--- src/design/mtel_pkg.sv ---
// ----------------------------------------------------------------------------
// mtel_pkg
// Shared types, constants and helpers of the multitrack event loop store.
// ----------------------------------------------------------------------------
package mtel_pkg;

  localparam int POOL_DEPTH  = 1024;
  localparam int POOL_AW     = $clog2(POOL_DEPTH);
  localparam int LINK_W      = POOL_AW + 1;
  localparam int TRACK_COUNT = 4;
  localparam int TRACK_AW    = (TRACK_COUNT > 1) ? $clog2(TRACK_COUNT) : 1;
  localparam int TIME_W      = 48;
  localparam int AT_W        = 32;
  localparam int USED_W      = 11;
  localparam int OVF_W       = 16;
  localparam int LIMIT_W     = 6;
  localparam int DIV_STEPS   = TIME_W;
  localparam int DIV_CW      = $clog2(DIV_STEPS);

  localparam logic [LINK_W-1:0]  NIL       = LINK_W'(POOL_DEPTH);
  localparam logic [LIMIT_W-1:0] LIMIT_CAP = LIMIT_W'(56);

  typedef enum logic [2:0] {
    CMD_INSERT = 3'd0,
    CMD_CLEAR  = 3'd1,
    CMD_SETLEN = 3'd2,
    CMD_START  = 3'd3,
    CMD_STOP   = 3'd4,
    CMD_TICK   = 3'd5
  } cmd_t;

  typedef enum logic [1:0] {
    KIND_OK   = 2'd0,
    KIND_REJ  = 2'd1,
    KIND_PLAY = 2'd2,
    KIND_REL  = 2'd3
  } kind_t;

  typedef enum logic [4:0] {
    S_INIT, S_IDLE, S_EXEC, S_ALLOC, S_INS_NIL, S_WALK_RD, S_WALK_NL, S_WALK_AT,
    S_LINK_A, S_LINK_B, S_CLR_CHK, S_CLR_WR, S_STOP, S_STOP_NX, S_TK_CHK,
    S_TK_DIV, S_TK_DIVW, S_PL_CHK, S_PL_GOT, S_TK_END, S_TK_NEXT, S_EMIT
  } eng_state_t;

  typedef struct packed {
    logic [2:0]        cmd;
    logic [1:0]        track;
    logic [AT_W-1:0]   at;
    logic [7:0]        status;
    logic [6:0]        data1;
    logic [6:0]        data2;
    logic [AT_W-1:0]   len;
    logic [TIME_W-1:0] now;
  } item_t;

  typedef struct packed {
    logic [AT_W-1:0] at;
    logic [7:0]      st;
    logic [6:0]      d1;
    logic [6:0]      d2;
  } entry_t;

  typedef struct packed {
    kind_t             kind;
    logic [1:0]        trk;
    logic [AT_W-1:0]   at;
    logic [7:0]        st;
    logic [6:0]        d1;
    logic [6:0]        d2;
    logic [USED_W-1:0] used;
    logic [OVF_W-1:0]  ovf;
    logic              last;
  } result_t;

  function automatic logic ok_slot(input logic [LINK_W-1:0] s);
    return s < NIL;
  endfunction

endpackage

--- src/design/mtel_res_q.sv ---
// ----------------------------------------------------------------------------
// mtel_res_q
// Four-entry result queue between the command engine and the result port.
// ----------------------------------------------------------------------------
module mtel_res_q (
  input  logic                clk,
  input  logic                rst_n,
  input  logic                push,
  input  mtel_pkg::result_t   res_in,
  output logic                full,
  input  logic                pop,
  output mtel_pkg::result_t   res_out,
  output logic                empty
);

  mtel_pkg::result_t slot_r [4];
  logic [1:0] wr_r, wr_nxt, rd_r, rd_nxt;
  logic [2:0] cnt_r, cnt_nxt;
  logic       do_push, do_pop;

  assign full    = (cnt_r == 3'd4);
  assign empty   = (cnt_r == 3'd0);
  assign res_out = slot_r[rd_r];
  assign do_push = push && !full;
  assign do_pop  = pop && !empty;

  always_comb begin
    wr_nxt  = do_push ? wr_r + 2'd1 : wr_r;
    rd_nxt  = do_pop ? rd_r + 2'd1 : rd_r;
    cnt_nxt = cnt_r + {2'b0, do_push} - {2'b0, do_pop};
  end

  always_ff @(posedge clk) begin
    if (!rst_n) begin
      wr_r  <= 2'd0;
      rd_r  <= 2'd0;
      cnt_r <= 3'd0;
    end else begin
      wr_r  <= wr_nxt;
      rd_r  <= rd_nxt;
      cnt_r <= cnt_nxt;
    end
  end

  always_ff @(posedge clk) begin
    if (do_push) begin
      slot_r[wr_r] <= res_in;
    end
  end

endmodule

--- config.mk ---
export PLATFORM = sky130hd
export DESIGN_NAME = mtel_res_q
export DESIGN_NICKNAME = d
export VERILOG_FILES = /design/src/design/mtel_pkg.sv /design/src/design/mtel_res_q.sv
export SDC_FILE = /design/constraint.sdc
export NUM_CORES = 1
export LEC_CHECK = 0
export BUFFER_PORTS_ARGS = -buffer_cell sky130_fd_sc_hd__buf_2
export CAP_MARGIN = 30
export CELL_PAD_IN_SITES_DETAIL_PLACEMENT = 1
export CELL_PAD_IN_SITES_GLOBAL_PLACEMENT = 2
export CORE_MARGIN = 3
export CORE_UTILIZATION = 40
export CTS_BUF_LIST = sky130_fd_sc_hd__clkbuf_8
export CTS_CLUSTER_DIAMETER = 60
export DETAILED_ROUTE_END_ITERATION = 7
export GPL_TIMING_DRIVEN = 0
export MAX_ROUTING_LAYER = met4
export PLACE_DENSITY_LB_ADDON = 0.1
export SLEW_MARGIN = 20
export SYNTH_ARGS = -nofsm -noshare
export SYNTH_HDL_FRONTEND = slang
export SYNTH_SLANG_ARGS = --single-unit
--- constraint.sdc ---
create_clock -name clk -period 3.8 [get_ports clk]
set_input_delay 0.95 -clock clk [delete_from_list [all_inputs] [get_ports clk]]
set_output_delay 0.95 -clock clk [all_outputs]
set_load 0.01 [all_outputs]
After elaboration in Yosys (flattened, before gate mapping):

Memory sizes are Yosys's and may differ from the RTL's. A register that Yosys moved wholly into a read port is not among the register bits.
Index checks and enable logic that the tools add are counted.

* eq/ne operators: 1
* reductions and logical operators: 5
* muxes and demuxes: 4
* add/subtract/negate cells: 4

Operators with widths (number)
* adder 2 x 1 -> 2 bit, second input constant: 2
* 2-to-1 mux 2 bit: 2
* adder 3 x 1 -> 3 bit: 1
* equality test 3 bit, second input constant: 1
* logical NOT 3 bit: 1
* subtractor 3 x 1 -> 3 bit: 1
* logical AND 1 bit: 2
* logical NOT 1 bit: 2
* 2-to-1 mux 1 bit: 2

* logic and storage cells: 18
* input port bits: 90
* RAM bits: 344
* bits in registers: 7
* memories kept: 1
* output and inout bits: 88

Memory list
* slot_r: words 4, width 86, rd ports 1, clocked after Yosys merged registers in 1, wr ports 1, RTL line mtel_res_q.sv:16 `mtel_pkg::result_t slot_r [4];`

Logic depth before layout (Yosys ltp):

* word-level depth: 5
* mapped depth: 11
* mapped depth without buffers: 10

Least setup slack after synthesis:

No wires, ideal clock.

* path kind: input to register
* start: input port push
* end: memory slot_r[2][0] (netlist name) (enable)
* cell stages on the path: 3
* path buffers: 1
* arrival: 3.328 ns
* path slack: 0.018 ns
* setup time: 0.454 ns
* required time: 3.346 ns
* cells stage by stage: nor2b_1 > clkbuf_1 > and2_1

* cells in the longest elaborated chain, start to end: 3

Ends and longest elaborated chain
* from (decl): RTL line mtel_res_q.sv:8 `input logic push,`
* logical AND 1 bit: RTL line mtel_res_q.sv:24 `assign do_push = push && !full;`
* 2-to-1 mux 1 bit: RTL line mtel_res_q.sv:46 `if (do_push) begin`
* 2-to-1 mux 1 bit (not written as such): RTL line mtel_res_q.sv:47 `slot_r[wr_r] <= res_in;`
* to (decl): RTL line mtel_res_q.sv:16

Every way passes these cells.

==> impl_metrics.yaml <==
status:
  run_status: "completed"
detailed_routing:
  initial_drt_pass_iterations: 4
  route.detailed.drc: 0
  detail_route.iter0.violations: 307
  route.antenna.remaining_nets: 0
  num_vias: 5962
  wirelength_um: 25400
  via_per_inst: 4.99
  detail_route.wl_per_cell_um: 21.3
run:
  cap_violations: 0
setup_path:
  regToRegSetupSlack_ns: 1.38
  timing_worst_setup_path_type: "reg2out"
  ff2ff_path_depth: 11
  startpoint_type: "flop"
  arrival_ns: 2.24
  worstReg2RegStart: "cnt_r[2]$_SDFF_PN0_"
  timing.critical_path.fanout_max: 10
  cp.required_ns: 2.85
  worstReg2RegEnd: "cnt_r[2]$_SDFF_PN0_"
  crit_path_end_kind: "output pin"
global_route:
  grt_pass1_wl_um: 38400
  grt_antenna_before_repair: 7
  vias_in_the_first_global_route: 6804
  grt_util_all_layers: 0.153
  grt_remaining_overflow: 0
  grt_max_degree: 43
timing:
  fmaxAchievable_ghz: 0.314
  final.period_utilization: 0.839
  post-route-min-period_ns: 3.19
  final-max-slew-violation-count: 0
  finalSetupViolations: 0
  rsz_0062_raised_after_global_routing: "no"
  worst-slew-pin-transition_ns: 0.695
  timing.hold.ws_ns: 0.513
  slew_headroom: 0.537
  hold_viol: 0
  finalClockSkew_ns: 0.0311
cts:
  cts_tree: "yes"
  cts-root-buf: "sky130_fd_sc_hd__clkbuf_8"
  cts_resizes: 0
  clock_network_latency_to_the_later_pin_of_the_worst_skew_pair_ns: 0.57
  cts_buffers: 57
  clock_edge_transition_at_the_registers_on_the_reported_setup_and_hold_paths_ns: 0.06
  ctsLongestPathBuffers: 3
  ctsHoldBuffers: 0
  post-cts-setup-buffers: 0
  cts.sink_count: 353
  htree_num_levels: 2
final_layout:
  post_route_cells_drive_above_1_share: 0.465
  final_core_utilization: 0.491
  area.growth.synth_to_final_pct: 20.5
  finalNetCount: 841
  final_cell_count_no_fill: 1194
  fillCellCount: 2879
pwr:
  sw_frac_of_total: 0.262
  share_clk_of_total_power: 0.297
  power.net_switching_w: 0.00262
  power-per-cell-area_nw_per_um2: 643
  irDropWorstVdd_mv: 0.332
  power.total_w: 0.0100
  power_report.internal_total_w: 0.00738
  pwr-share-comb: 0.223
  power_leakage_nw: 5.30
  sequentialPowerShare: 0.480
floorplan:
  fp.dieW_um: 186
  io_pins: 178
  row_count: 65
  design.die.area_um2: 34500
  fp.coreArea_um2: 31700
  die_h_um: 186
  initial_core_util: 0.407
placed_design:
  buffer_ports.inserted: 176
  place_hpwl_um: 16200
  inst_count_dp: 1087
  place_congestion: 0.713
synth:
  synthMostInstantiatedCell: "sky130_fd_sc_hd__edfxtp_1"
  synthTopCellsByArea: "sky130_fd_sc_hd__edfxtp_1 (80%), sky130_fd_sc_hd__mux4_2 (15%), sky130_fd_sc_hd__dfxtp_1 (1.4%)"
  synth-edff-count: 344
  post-synth-top-area-fraction: 0.800
  ys_types: 21
  synth_seq_cells: 353
  synth.cell_area_um2: 12900
  synthesis.instances: 501
  syn_avg_cell_area_um2: 25.8
  post_synth_most_frequent_cells: "sky130_fd_sc_hd__edfxtp_1 (344), sky130_fd_sc_hd__mux4_2 (86), sky130_fd_sc_hd__buf_2 (11)"
  postSynthNetCount: 598
  post-synth-top-area-cell: "sky130_fd_sc_hd__edfxtp_1"
  synth_flop_cell: "sky130_fd_sc_hd__edfxtp_1"
  seq_area_frac_synth: 0.814
  yosys_warnings: 0
  synth-async-reset-ratio: 0
worst_hold_path:
  tightest_hold_check_type: "reg2reg"
  min_delay_src: "rd_r[0]$_SDFFE_PN0P_"
  worstHoldPathCells: 2
  whs_endpoint: "rd_r[0]$_SDFFE_PN0P_"
[power groups by stage]
stage,Clock [W],Combinational [W],Sequential (W)
global placement,0,0.00219,0.00493
floorplan,0,0.00141,0.00489
detailed placement,0,0.00230,0.00489
global route,0.00327,0.00244,0.00484
CTS,0.00309,0.00231,0.00481
finish,0.00297,0.00223,0.00481
[area by class of cell]
cell class / count / area [µm²] / area share
antenna: 7 / 17.5 / 0.00112
tap: 402 / 503 / 0.0323
inverter: 6 / 22.5 / 0.00145
multi-input combinational: 120 / 2210 / 0.142
sequential: 353 / 10500 / 0.675
clock buffer: 60 / 826 / 0.0530
buffer: 22 / 185 / 0.0119
timing repair buffer: 184 / 1080 / 0.0693
clock inverter: 40 / 218 / 0.0140
[metrics by stage]
step	setup slack, ns	area [µm²]	setup TNS (ns)
floorplan	0.0184	12900	0
global placement	-1.82	14300	-620.46
detailed placement	0.797	14500	0
CTS	0.483	15600	0
global route	0.412	15600	0
finish	0.611	15600	0
[state kept, by name, indices dropped and copies added (netlist names), named ones only]
name,cells
wr_r,2
cnt_r,3
slot_r,344
rd_r,2
[cells by family after synthesis]
kind of cell	after synthesis	share of synthesized area
AO/OA/AOI/OAI	4	0.00174
XOR/XNOR	2	0.00136
adder cells (fa/ha/maj)	7	0.00736
buffers and inverters	28	0.0161
flip-flops	353	0.814
multiplexers	88	0.151
AND/OR/NAND/NOR	19	0.00843
[worst max-delay path by stage]
stage	from	end	slack (ns)
floorplan	push	slot_r[2][0]$_DFFE_PP_	0.02
global placement	push	slot_r[3][54]$_DFFE_PP_	-1.82
detailed placement	push	cnt_r[2]$_SDFF_PN0_	0.80
CTS	flop	res_out[73]	0.48
global route	flop	res_out[73]	0.41
finish	flop	res_out[77]	0.61
[cells in the final DEF (no fill, tap or decap), drive strengths merged]
| cell | count |
|---|---|
| o21ai | 3 |
| nor3 | 1 |
| and2 | 7 |
| nand2 | 6 |
| bufinv | 2 |
| edfxtp | 344 |
| mux4 | 86 |
| ha | 6 |
| xnor2 | 2 |
| dfxtp | 9 |
| clkbuf | 65 |
| nor2b | 2 |
| mux2i | 2 |
| or3 | 1 |
| diode | 7 |
| a21boi | 1 |
| or4bb | 1 |
| fa | 1 |
| inv | 18 |
| buf | 201 |
| clkinv | 26 |
| nor3b | 1 |
[worst max-delay path, stage by stage (launching register included)]
cell	delay (ns)
sky130_fd_sc_hd__dfxtp_1	0.31
sky130_fd_sc_hd__buf_2	0.18
sky130_fd_sc_hd__buf_2	0.29
sky130_fd_sc_hd__buf_2	0.36
sky130_fd_sc_hd__mux4_2	0.36
sky130_fd_sc_hd__buf_2	0.17
[routing by layer]
| metal | part of all wire | GRT usage | up-vias |
|---|---|---|---|
| met4 | 0.018 | 0.0414 | 0 |
| met5 | 0 | - | - |
| met1 | 0.38 | 0.169 | 3099 |
| met3 | 0.080 | 0.0545 | 42 |
| li1 | - | - | 2648 |
| met2 | 0.52 | 0.264 | 173 |
Power figures use the tool's default switching activity.
