File: src/design/mtel_pkg.sv
// ----------------------------------------------------------------------------
// mtel_pkg
// Shared types, constants and helpers of the multitrack event loop store.
// ----------------------------------------------------------------------------
package mtel_pkg;

  localparam int POOL_DEPTH  = 1024;
  localparam int POOL_AW     = $clog2(POOL_DEPTH);
  localparam int LINK_W      = POOL_AW + 1;
  localparam int TRACK_COUNT = 4;
  localparam int TRACK_AW    = (TRACK_COUNT > 1) ? $clog2(TRACK_COUNT) : 1;
  localparam int TIME_W      = 48;
  localparam int AT_W        = 32;
  localparam int USED_W      = 11;
  localparam int OVF_W       = 16;
  localparam int LIMIT_W     = 6;
  localparam int DIV_STEPS   = TIME_W;
  localparam int DIV_CW      = $clog2(DIV_STEPS);

  localparam logic [LINK_W-1:0]  NIL       = LINK_W'(POOL_DEPTH);
  localparam logic [LIMIT_W-1:0] LIMIT_CAP = LIMIT_W'(56);

  typedef enum logic [2:0] {
    CMD_INSERT = 3'd0,
    CMD_CLEAR  = 3'd1,
    CMD_SETLEN = 3'd2,
    CMD_START  = 3'd3,
    CMD_STOP   = 3'd4,
    CMD_TICK   = 3'd5
  } cmd_t;

  typedef enum logic [1:0] {
    KIND_OK   = 2'd0,
    KIND_REJ  = 2'd1,
    KIND_PLAY = 2'd2,
    KIND_REL  = 2'd3
  } kind_t;

  typedef enum logic [4:0] {
    S_INIT, S_IDLE, S_EXEC, S_ALLOC, S_INS_NIL, S_WALK_RD, S_WALK_NL, S_WALK_AT,
    S_LINK_A, S_LINK_B, S_CLR_CHK, S_CLR_WR, S_STOP, S_STOP_NX, S_TK_CHK,
    S_TK_DIV, S_TK_DIVW, S_PL_CHK, S_PL_GOT, S_TK_END, S_TK_NEXT, S_EMIT
  } eng_state_t;

  typedef struct packed {
    logic [2:0]        cmd;
    logic [1:0]        track;
    logic [AT_W-1:0]   at;
    logic [7:0]        status;
    logic [6:0]        data1;
    logic [6:0]        data2;
    logic [AT_W-1:0]   len;
    logic [TIME_W-1:0] now;
  } item_t;

  typedef struct packed {
    logic [AT_W-1:0] at;
    logic [7:0]      st;
    logic [6:0]      d1;
    logic [6:0]      d2;
  } entry_t;

  typedef struct packed {
    kind_t             kind;
    logic [1:0]        trk;
    logic [AT_W-1:0]   at;
    logic [7:0]        st;
    logic [6:0]        d1;
    logic [6:0]        d2;
    logic [USED_W-1:0] used;
    logic [OVF_W-1:0]  ovf;
    logic              last;
  } result_t;

  function automatic logic ok_slot(input logic [LINK_W-1:0] s);
    return s < NIL;
  endfunction

endpackage

File: src/design/mtel_cmd_q.sv
// ----------------------------------------------------------------------------
// mtel_cmd_q
// Front end: two-entry command queue ahead of the command engine.
// ----------------------------------------------------------------------------
module mtel_cmd_q (
  input  logic                clk,
  input  logic                rst_n,
  input  logic                push,
  input  mtel_pkg::item_t     item_in,
  output logic                full,
  input  logic                pop,
  output mtel_pkg::item_t     item_out,
  output logic                empty
);

  mtel_pkg::item_t slot_r [2];
  logic       wr_r, wr_nxt, rd_r, rd_nxt;
  logic [1:0] cnt_r, cnt_nxt;
  logic       do_push, do_pop;

  assign full     = (cnt_r == 2'd2);
  assign empty    = (cnt_r == 2'd0);
  assign item_out = slot_r[rd_r];
  assign do_push  = push && !full;
  assign do_pop   = pop && !empty;

  always_comb begin
    wr_nxt  = do_push ? ~wr_r : wr_r;
    rd_nxt  = do_pop ? ~rd_r : rd_r;
    cnt_nxt = cnt_r + {1'b0, do_push} - {1'b0, do_pop};
  end

  always_ff @(posedge clk) begin
    if (!rst_n) begin
      wr_r  <= 1'b0;
      rd_r  <= 1'b0;
      cnt_r <= 2'd0;
    end else begin
      wr_r  <= wr_nxt;
      rd_r  <= rd_nxt;
      cnt_r <= cnt_nxt;
    end
  end

  always_ff @(posedge clk) begin
    if (do_push) begin
      slot_r[wr_r] <= item_in;
    end
  end

endmodule

File: config.mk
export PLATFORM = sky130hd
export DESIGN_NAME = mtel_cmd_q
export DESIGN_NICKNAME = d
export VERILOG_FILES = /design/src/design/mtel_pkg.sv /design/src/design/mtel_cmd_q.sv
export SDC_FILE = /design/constraint.sdc
export NUM_CORES = 1
export LEC_CHECK = 0
export ABC_AREA = 1
export ABC_CLOCK_PERIOD_IN_PS = 9300
export BUFFER_PORTS_ARGS = -buffer_cell sky130_fd_sc_hd__buf_2
export CORE_AREA = 2 2 144 146
export DETAILED_ROUTE_END_ITERATION = 8
export DIE_AREA = 0 0 146 148
export PLACE_DENSITY_LB_ADDON = 0.08
export SETUP_SLACK_MARGIN = 0.4
export SLEW_MARGIN = 20
export SYNTH_ARGS = -nofsm -noshare
export SYNTH_HDL_FRONTEND = slang
export SYNTH_SLANG_ARGS = --single-unit
File: constraint.sdc
create_clock -name clk -period 9.3 [get_ports clk]
set_input_delay 1.86 -clock clk [delete_from_list [all_inputs] [get_ports clk]]
set_output_delay 1.86 -clock clk [all_outputs]
set_load 0.02 [all_outputs]
## After elaboration in Yosys (flattened, before gate mapping)

Memories as Yosys holds them, arrays and structs flattened. A register that Yosys moved wholly into a read port is not among the register bits.
Index checks and enable logic that the tools add are counted.

- Bits in registers: 4
- Memory bits (writable): 278
- Input port bits: 143
- Output and inout bits: 141
- Word-level logic and storage cells: 18
- Memories: 1

Memories:

| name | words | bits a word | read ports | clocked after Yosys merged registers in | write ports | line | text |
|---|---|---|---|---|---|---|---|
| slot_r | 2 | 139 | 1 | 1 | 1 | mtel_cmd_q.sv:16 | `mtel_pkg::item_t slot_r [2];` |

- Add/sub/neg operators: 2
- Equal/unequal tests: 1
- Multiplexer cells: 4
- Bitwise gates (word level): 2
- Reductions and logical operators: 5

Operator list:

| cell | number |
|---|---|
| 1-bit two-way mux | 4 |
| 2-bit by 1-bit adder with 2-bit output | 1 |
| 2-bit == test (second input constant) | 1 |
| 1-bit logical AND | 2 |
| 1-bit zero test | 2 |
| 2-bit zero test | 1 |
| 1-bit inverter | 2 |
| 2-bit by 1-bit subtractor with 2-bit output | 1 |

## Depth between registers and ports, before layout

Gate-level depths: netlist of run 1.

- Word-level depth: 5
- Mapped depth: 11
- Mapped depth without buffers: 11

## Least setup slack after synthesis of run 1

No wires, ideal clock.

- Kind: input port to flip-flop
- Start: input port push
- End: memory slot_r[0][0] (netlist name) (enable)
- Setup time: 639 ps
- Arrival time: 7702 ps
- Required time: 8661 ps
- Setup slack: 960 ps
- Stages: 2
- Buffers on the path: 0
- Path through: nand2_1 -> nor2_1

- Longest elaborated chain between the ends: 3

RTL lines:

| item | line | text |
|---|---|---|
| start, declared | mtel_cmd_q.sv:8 | `input logic push,` |
| 1-bit logical AND | mtel_cmd_q.sv:24 | `assign do_push = push && !full;` |
| 1-bit two-way mux | mtel_cmd_q.sv:46 | `if (do_push) begin` |
| 1-bit two-way mux (implied by the code) | mtel_cmd_q.sv:47 | `slot_r[wr_r] <= item_in;` |
| end, declared | mtel_cmd_q.sv:16 |  |

Every way passes these cells.

==> results of run 1 <==
where the power goes:
part	switching [mW]	total [mW]	internal (mW)
Clock	0.434	1.08	0.643
Sequential	0.0682	1.69	1.62
Combinational	0.556	0.903	0.347
Total	1.06	3.67	2.61
layout by cell type, fill, tap and decap left out, drive strengths merged:
cell / netlist / final
diode: 0 / 4
ha: 2 / 2
mux2: 139 / 139
a21oi: 2 / 2
nand3: 3 / 3
nor2: 8 / 8
clkbuf: 0 / 42
nand2: 9 / 9
bufinv: 0 / 1
inv: 9 / 9
buf: 15 / 287
edfxtp: 278 / 278
clkinv: 0 / 8
dfxtp: 5 / 5
worst max-delay path: stages, from the launching register on:
cell     delay, ns
dfxtp_4       0.82
buf_6         0.72
mux2_2        0.44
buf_2         0.17
worst paths after layout:
kind         startpoint       endpoint  slack [ns]  depth (start not counted)
max                flop   item_out[24]        4.71                          3
min                rd_r           rd_r        0.51                          2
max reg2reg    cnt_r[0]  slot_r[1][36]        6.75                          5
min reg2reg        rd_r           rd_r        0.51                          2
through the flow:
stage               total power, mW  instances
floorplan                      2.37        470
global placement               2.61       1012
detailed placement             2.63       1012
CTS                            3.72       1063
global route                   3.82       1065
finish                         3.67       1067
cell type report:
type | instances | area, um2 | share of cell area
sequential | 283 | 8450 | 0.657
multi-input combinational | 163 | 1690 | 0.131
timing repair buffer | 287 | 1450 | 0.113
clock buffer | 42 | 835 | 0.0648
tap | 270 | 338 | 0.0262
clock inverter | 9 | 63.8 | 0.00496
inverter | 9 | 38.8 | 0.00301
antenna | 4 | 10.0 | 0.000778
sequential cells by signal (all words and copies together), names as in the netlist, named ones only:
| name | flops |
|---|---|
| wr_r | 1 |
| slot_r | 278 |
| cnt_r | 2 |
| rd_r | 1 |
cells by family after synthesis:
kind of cell,share of synthesized area
compound gates,0.000971
flops,0.819
fa+ha+maj,0.00243
mux,0.152
simple gates,0.00765
buf+inv,0.0177
layer usage:
layer / track usage / up-vias / routed length, um
met1: 0.210 / 2651 / 7580
met3: 0.0540 / 37 / 1490
met5: 0 / - / 13
met2: 0.324 / 175 / 10700
li1: - / 2466 / -
met4: 0.0529 / 2 / 426
==> impl_metrics.json, run 1 <==
{
  "outcome": "finished clean",
  "power_density_nw_per_um2": 285,
  "tritoncts": "done",
  "synthTopCellsByCount": "edfxtp_1 (278), mux2_2 (139), buf_6 (11), inv_1 (9), nand2_1 (9)",
  "io_pins": 284,
  "cts_resized": 0,
  "htree_num_levels": 1,
  "clock.fmax_ghz": 0.218,
  "cts_hold_repair.buffers": 0,
  "fillers": 1518,
  "synth_top_area_frac": 0.810,
  "ant_nets": 0,
  "yosysMostFrequentCell": "edfxtp_1",
  "netlist_top_cells_area": "edfxtp_1 (81%), mux2_2 (15%), buf_6 (1.2%), dfxtp_1 (0.97%), inv_1 (0.33%)",
  "die_y_um": 148,
  "yosys_warnings": 0,
  "synth_top_area_cell": "edfxtp_1",
  "slew_headroom": 0.291,
  "syn_nets": 615,
  "coreArea_um2": 20000,
  "die_w_um": 146,
  "placed_area_um2": 12000,
  "critPathArrivalTime_ns": 2.73,
  "clkLatencyLatePin_ns": 0.52,
  "cts_root_buf": "clkbuf_16",
  "peakVddDrop_mv": 0.159,
  "finalHoldViolations": 0,
  "fin_nets": 918,
  "gp_congestion": 0.738,
  "grt_pass1_wl_mm": 30.1,
  "setup_viol": 0,
  "p_leak_nw": 4.83,
  "cp-start-kind": "flop",
  "postCtsSetupRepairBufs": 0,
  "min_period_over_period": 0.493,
  "finalSetupTns_ns": 0,
  "worst_slack_ns": 4.71,
  "path_class": "reg -> out",
  "finalMaxSlewViolations": 0,
  "hold_path_class": "reg -> reg",
  "fin_skew_ns": 0.00666,
  "dp_hpwl_mm": 13.2,
  "via_per_inst": 5.00,
  "vias": 5331,
  "fin_area_um2": 12900,
  "first_pass_iters": 5,
  "antenna_found_initial": 4,
  "fin_crit_ns": 4.59,
  "drtIter0Drc": 335,
  "avgSynthCellArea_um2": 21.9,
  "pre_cts_slack_ns": 4.93,
  "clockBufferDepth": 3,
  "synth-seq-cells": 283,
  "crit_fanout": 87,
  "cp.required_ns": 7.44,
  "grt_overflow": 0,
  "fin_util": 0.642,
  "rsz0062_at_grt": "no",
  "route.detailed.drc": 0,
  "synth_seq_area_share": 0.819,
  "synth_cells": 470,
  "path_clk_slew_ns": 0.06,
  "initial_utilization": 0.514,
  "wl_per_cell_um": 18.9,
  "hold_ws_ns": 0.512,
  "maxCapViolations": 0,
  "synth.distinct_cells": 12,
  "cts.sinks": 283,
  "area_growth_pct": 24.9,
  "grt_max_degree": 88,
  "routed_wl_mm": 20.2,
  "cts_buffers": 29,
  "crit_path_end_kind": "primary output",
  "grt_usage": 0.180,
  "tightest_slew_ns": 1.06,
  "syn_area_um2": 10300,
  "place.port_buffers": 283,
  "grt_pass1_vias": 5688,
  "rows": 52,
  "ys_async_sr_fraction": 0,
  "synth_edf_count": 278,
  "synth_ff_type": "edfxtp_1",
  "drive_gt1_frac": 0.590,
  "dieArea_um2": 21600
}
Note: power is estimated with default switching activity, not from simulation.
==> inputs of run 2 (changes only) <==
--- a/config.mk
+++ b/config.mk
@@ -6,7 +6,7 @@
 export NUM_CORES = 1
 export LEC_CHECK = 0
 export ABC_AREA = 1
-export ABC_CLOCK_PERIOD_IN_PS = 9300
+export ABC_CLOCK_PERIOD_IN_PS = 4700
 export BUFFER_PORTS_ARGS = -buffer_cell sky130_fd_sc_hd__buf_2
 export CORE_AREA = 2 2 144 146
 export DETAILED_ROUTE_END_ITERATION = 8
==> constraint.sdc (replaced) <==
create_clock -name clk -period 4.7 [get_ports clk]
set_input_delay 0.94 -clock clk [delete_from_list [all_inputs] [get_ports clk]]
set_output_delay 0.94 -clock clk [all_outputs]
set_load 0.02 [all_outputs]
==> impl_metrics.json, run 2 (synthesized netlist as in run 1, its figures left out) <==
{
  "outcome": "finished clean",
  "setup_viol": 0,
  "crit_path_end_kind": "primary output",
  "reg2reg_slack_ns": 2.50,
  "htree_num_levels": 1,
  "timing.rr.start": "cnt_r[0]",
  "vias": 5317,
  "drtIter0Drc": 214,
  "min_period_over_period": 0.675,
  "top_register": "slot_r",
  "crit_fanout": 38,
  "rows": 52,
  "routed_wl_mm": 20.5,
  "cts_hold_repair.buffers": 0,
  "r2r_cells": 5,
  "clockBufferDepth": 3,
  "largest_reg_flops": 278,
  "path_clk_slew_ns": 0.06,
  "drive_gt1_frac": 0.588,
  "hold_path_class": "reg -> reg",
  "p_comb_frac": 0.253,
  "p_int_mw": 5.09,
  "final_cell_mix": "buf_2 (283), edfxtp_1 (278), mux2_2 (139)",
  "rr_endpoint": "slot_r[0][55]",
  "grt_usage": 0.184,
  "clkLatencyLatePin_ns": 0.54,
  "place.port_buffers": 283,
  "p_switching_mw": 2.10,
  "cts.sinks": 283,
  "gp_congestion": 0.789,
  "cts_root_buf": "clkbuf_16",
  "fin_area_um2": 12900,
  "cp.required_ns": 3.76,
  "finalSetupTns_ns": 0,
  "grt_overflow": 0,
  "cts_resized": 0,
  "dp_hpwl_mm": 14.0,
  "critPathArrivalTime_ns": 2.23,
  "antenna_found_initial": 5,
  "placed_area_um2": 12000,
  "path_class": "reg -> out",
  "largestRegisters": "slot_r (278), cnt_r (2)",
  "maxCapViolations": 0,
  "route.detailed.drc": 0,
  "grt_pass1_vias": 5737,
  "critPathCapture": "item_out[132]",
  "coreArea_um2": 20000,
  "io_pins": 284,
  "p_sw_frac": 0.292,
  "peakVddDrop_mv": 0.379,
  "wl_per_cell_um": 19.2,
  "area_growth_pct": 24.9,
  "tightest_slew_ns": 0.994,
  "grt_max_degree": 76,
  "p_leak_nw": 4.83,
  "highest_layer": "met5",
  "initial_utilization": 0.514,
  "tritoncts": "done",
  "slew_headroom": 0.336,
  "dieArea_um2": 21600,
  "die_w_um": 146,
  "wl_met2_mm": 10.6,
  "ant_nets": 0,
  "fin_crit_ns": 3.17,
  "mostFrequentLayoutCell": "buf_2",
  "power_density_nw_per_um2": 558,
  "cp-start-kind": "flop",
  "grt_pass1_wl_mm": 30.4,
  "clock.fmax_ghz": 0.315,
  "first_pass_iters": 6,
  "finalHoldViolations": 0,
  "cts_buffers": 29,
  "postCtsSetupRepairBufs": 0,
  "via_per_inst": 4.97,
  "pwr-share-seq": 0.463,
  "wl_met1_mm": 7.59,
  "die_y_um": 148,
  "rsz0062_at_grt": "no",
  "wl_met3_mm": 1.61,
  "fin_nets": 921,
  "p_clk_frac": 0.284,
  "finalMaxSlewViolations": 0,
  "fin_skew_ns": 0.0143
}
-- run 2: cell count changes in the layout (fill, tap and decap cells not counted) --
| cell | change |
|---|---|
| clkinv_1 | +2 |
| clkbuf_8 | -6 |
| buf_12 | +3 |
| clkinv_2 | +2 |
| inv_6 | +1 |
| buf_4 | +1 |
| clkbuf_1 | +1 |
| buf_6 | -1 |
-- run 2: per-layer routing --
| layer | GRT usage | up-vias |
|---|---|---|
| met1 | 0.208 | 2591 |
| met2 | 0.326 | 201 |
| met3 | 0.0605 | 45 |
| met5 | 0 | - |
| met4 | 0.0694 | 2 |
| li1 | - | 2478 |
-- run 2: how the worst min path moves through the flow --
| stage | startpoint | to | cells after the start |
|---|---|---|---|
| floorplan | rd_r | flop | 2 |
| global placement | rd_r | rd_r | 2 |
| detailed placement | rd_r | rd_r | 2 |
| CTS | rd_r | rd_r | 2 |
| global route | rd_r | rd_r | 2 |
| finish | rd_r | rd_r | 2 |
-- run 2: stage by stage --
step                      utilization  power (mW)  cells  hold WS, ns  setup slack [ns]
after floorplan                     -        4.65    470        0.467             0.478
after global placement          0.600        5.17   1015        0.488              2.03
after detailed placement        0.600        5.22   1015        0.517              1.96
after CTS                       0.642        7.27   1066        0.533              1.49
after global routing            0.642        7.48   1068        0.541              1.38
final                           0.643        7.19   1070        0.541              1.53
-- run 2: power by group through the flow --
stage	Sequential (mW)	Combinational [mW]	Clock, mW
2_1_floorplan	3.34	1.31	0
3_3_place_gp	3.37	1.81	0
3_5_place_dp	3.38	1.84	0
4_1_cts	3.33	1.85	2.09
5_1_grt	3.36	1.94	2.18
6_report	3.33	1.82	2.04
-- run 2: worst max-delay path: stages, from the launching register on --
cell and delay [ns]:
dfxtp_4 0.62, buf_4 0.49, mux2_2 0.39, buf_2 0.16
-- run 2: cell type report --
| class | count | area (um2) |
|---|---|---|
| repair buffers | 290 | 1510 |
| well taps | 270 | 338 |
| diodes | 4 | 10.0 |
| clock buffers | 37 | 756 |
| fillers | 1501 | 7160 |
| flip-flops and latches | 283 | 8450 |
| inverters | 9 | 38.8 |
| multi-input cells | 163 | 1690 |
| clock inverters | 14 | 90.1 |
==> inputs of run 3 (changes only) <==
--- a/config.mk
+++ b/config.mk
@@ -6,7 +6,7 @@
 export NUM_CORES = 1
 export LEC_CHECK = 0
 export ABC_AREA = 1
-export ABC_CLOCK_PERIOD_IN_PS = 4700
+export ABC_CLOCK_PERIOD_IN_PS = 3100
 export BUFFER_PORTS_ARGS = -buffer_cell sky130_fd_sc_hd__buf_2
 export CORE_AREA = 2 2 144 146
 export DETAILED_ROUTE_END_ITERATION = 8
==> constraint.sdc (replaced) <==
create_clock -name clk -period 3.1 [get_ports clk]
set_input_delay 0.62 -clock clk [delete_from_list [all_inputs] [get_ports clk]]
set_output_delay 0.62 -clock clk [all_outputs]
set_load 0.02 [all_outputs]
==> impl_metrics.json, run 3 (synthesized netlist as in run 1, its figures left out) <==
{
  "outcome": "finished clean",
  "ant_nets": 0,
  "area_growth_pct": 26.8,
  "dp_hpwl_mm": 13.3,
  "rows": 52,
  "place.port_buffers": 283,
  "finalMaxSlewViolations": 0,
  "clkLatencyLatePin_ns": 0.52,
  "grt_usage": 0.183,
  "hold_end": "slot_r[0][16]",
  "min_delay_path_depth": 1,
  "drive_gt1_frac": 0.598,
  "worstHoldStart": "item_in[16]",
  "min_period_over_period": 0.827,
  "crit_fanout": 39,
  "clock.fmax_ghz": 0.390,
  "route.detailed.drc": 0,
  "cp.required_ns": 2.48,
  "highest_layer": "met5",
  "htree_num_levels": 1,
  "initial_utilization": 0.514,
  "cts_root_buf": "clkbuf_16",
  "first_pass_iters": 6,
  "via_per_inst": 4.95,
  "fillers": 1469,
  "fin_skew_ns": 0.00988,
  "grt_pass1_vias": 5793,
  "fin_nets": 921,
  "placed_area_um2": 12100,
  "fin_area_um2": 13100,
  "wl_met2_mm": 10.2,
  "fin_crit_ns": 2.56,
  "r2r_cells": 5,
  "gp_congestion": 0.763,
  "grt_pass1_wl_mm": 30.8,
  "largest_reg_flops": 278,
  "drtIter0Drc": 266,
  "mostFrequentLayoutCell": "buf_2",
  "grt_overflow": 0,
  "cts_resized": 0,
  "path_class": "reg -> out",
  "top_register": "slot_r",
  "finalHoldViolations": 0,
  "reg2reg_slack_ns": 1.26,
  "finalSetupTns_ns": 0,
  "p_leak_nw": 4.91,
  "tritoncts": "done",
  "grt_max_degree": 84,
  "power_density_nw_per_um2": 869,
  "clockBufferDepth": 3,
  "critPathArrivalTime_ns": 1.94,
  "dieArea_um2": 21600,
  "largestRegisters": "slot_r (278), cnt_r (2)",
  "cts_buffers": 28,
  "timing.rr.start": "cnt_r[0]",
  "cp-start-kind": "flop",
  "slew_headroom": 0.491,
  "setup_viol": 0,
  "tightest_slew_ns": 0.764,
  "rr_endpoint": "slot_r[1][7]",
  "crit_path_end_kind": "primary output",
  "antenna_found_initial": 4,
  "vias": 5301,
  "wl_per_cell_um": 18.7,
  "routed_wl_mm": 20.0,
  "path_clk_slew_ns": 0.06,
  "final_cell_mix": "buf_2 (283), edfxtp_1 (278), mux2_2 (139)",
  "peakVddDrop_mv": 0.595,
  "coreArea_um2": 20000,
  "rsz0062_at_grt": "no",
  "hold_path_class": "in -> reg",
  "maxCapViolations": 0,
  "cts.sinks": 283,
  "io_pins": 284,
  "power_mw": 11.4,
  "wl_met3_mm": 1.69,
  "die_w_um": 146,
  "wl_met1_mm": 7.57,
  "die_y_um": 148
}
-- run 3: cell count changes in the layout (fill, tap and decap cells not counted), sizes merged --
cell      change
clkinv        -5
bufinv        +4
clkbuf        +2
clkinvlp      +2
inv           -2
buf           +1
diode         -1
-- run 3: report_power, final --
part | switching (mW) | total [mW] | internal [mW] | leakage (nW)
Sequential | 0.155 | 5.01 | 4.85 | 2.64
Clock | 1.31 | 3.51 | 2.19 | 0.478
Combinational | 1.73 | 2.85 | 1.12 | 1.79
Total | 3.20 | 11.4 | 8.16 | 4.91
-- run 3: metal layers --
metal | vias to the layer above | global-route usage
met5 | - | 0
met4 | 2 | 0.0617
met3 | 41 | 0.0590
met2 | 192 | 0.321
met1 | 2594 | 0.214
li1 | 2472 | -
-- run 3: repair_timing --
item / 4_1_cts / 5_1_grt
hold buffers: 0 / 0
buffers inserted: 1 / 0
endpoints found under the setup margin: 35 / 0
-- run 3: worst max-delay path by stage --
| stage | endpoint | slack [ns] | cells past startpoint |
|---|---|---|---|
| after floorplan | slot_r[0][0] | -0.05 | 2 |
| after global placement | item_out[114] | 0.94 | 3 |
| after detailed placement | item_out[130] | 0.94 | 3 |
| after CTS | item_out[130] | 0.50 | 3 |
| after global routing | item_out[0] | 0.44 | 3 |
| final | item_out[114] | 0.54 | 3 |
-- run 3: final cells by class --
type                    instances  area (um2)  area share
flip-flops and latches        283        8450       0.646
multi-input cells             163        1700       0.130
repair buffers                291        1560       0.119
clock buffers                  39         793      0.0607
well taps                     270         338      0.0258
clock inverters                13         189      0.0144
inverters                       9        37.5     0.00287
diodes                          3        7.51    0.000574
-- run 3: worst max-delay path: stages, from the launching register on --
cell and delay (ns):
dfxtp_4 0.56, buf_12 0.26, mux2_2 0.38, buf_2 0.16
-- run 3: stage by stage --
stage	std cells	hold slack (ns)	setup slack (ns)	utilization
2_1_floorplan	470	0.467	-0.0536	-
4_1_cts	1068	0.259	0.498	0.652
3_5_place_dp	1015	0.517	0.943	0.602
6_report	1071	0.280	0.536	0.652
5_1_grt	1070	0.249	0.444	0.652
3_3_place_gp	1015	0.488	0.939	0.602
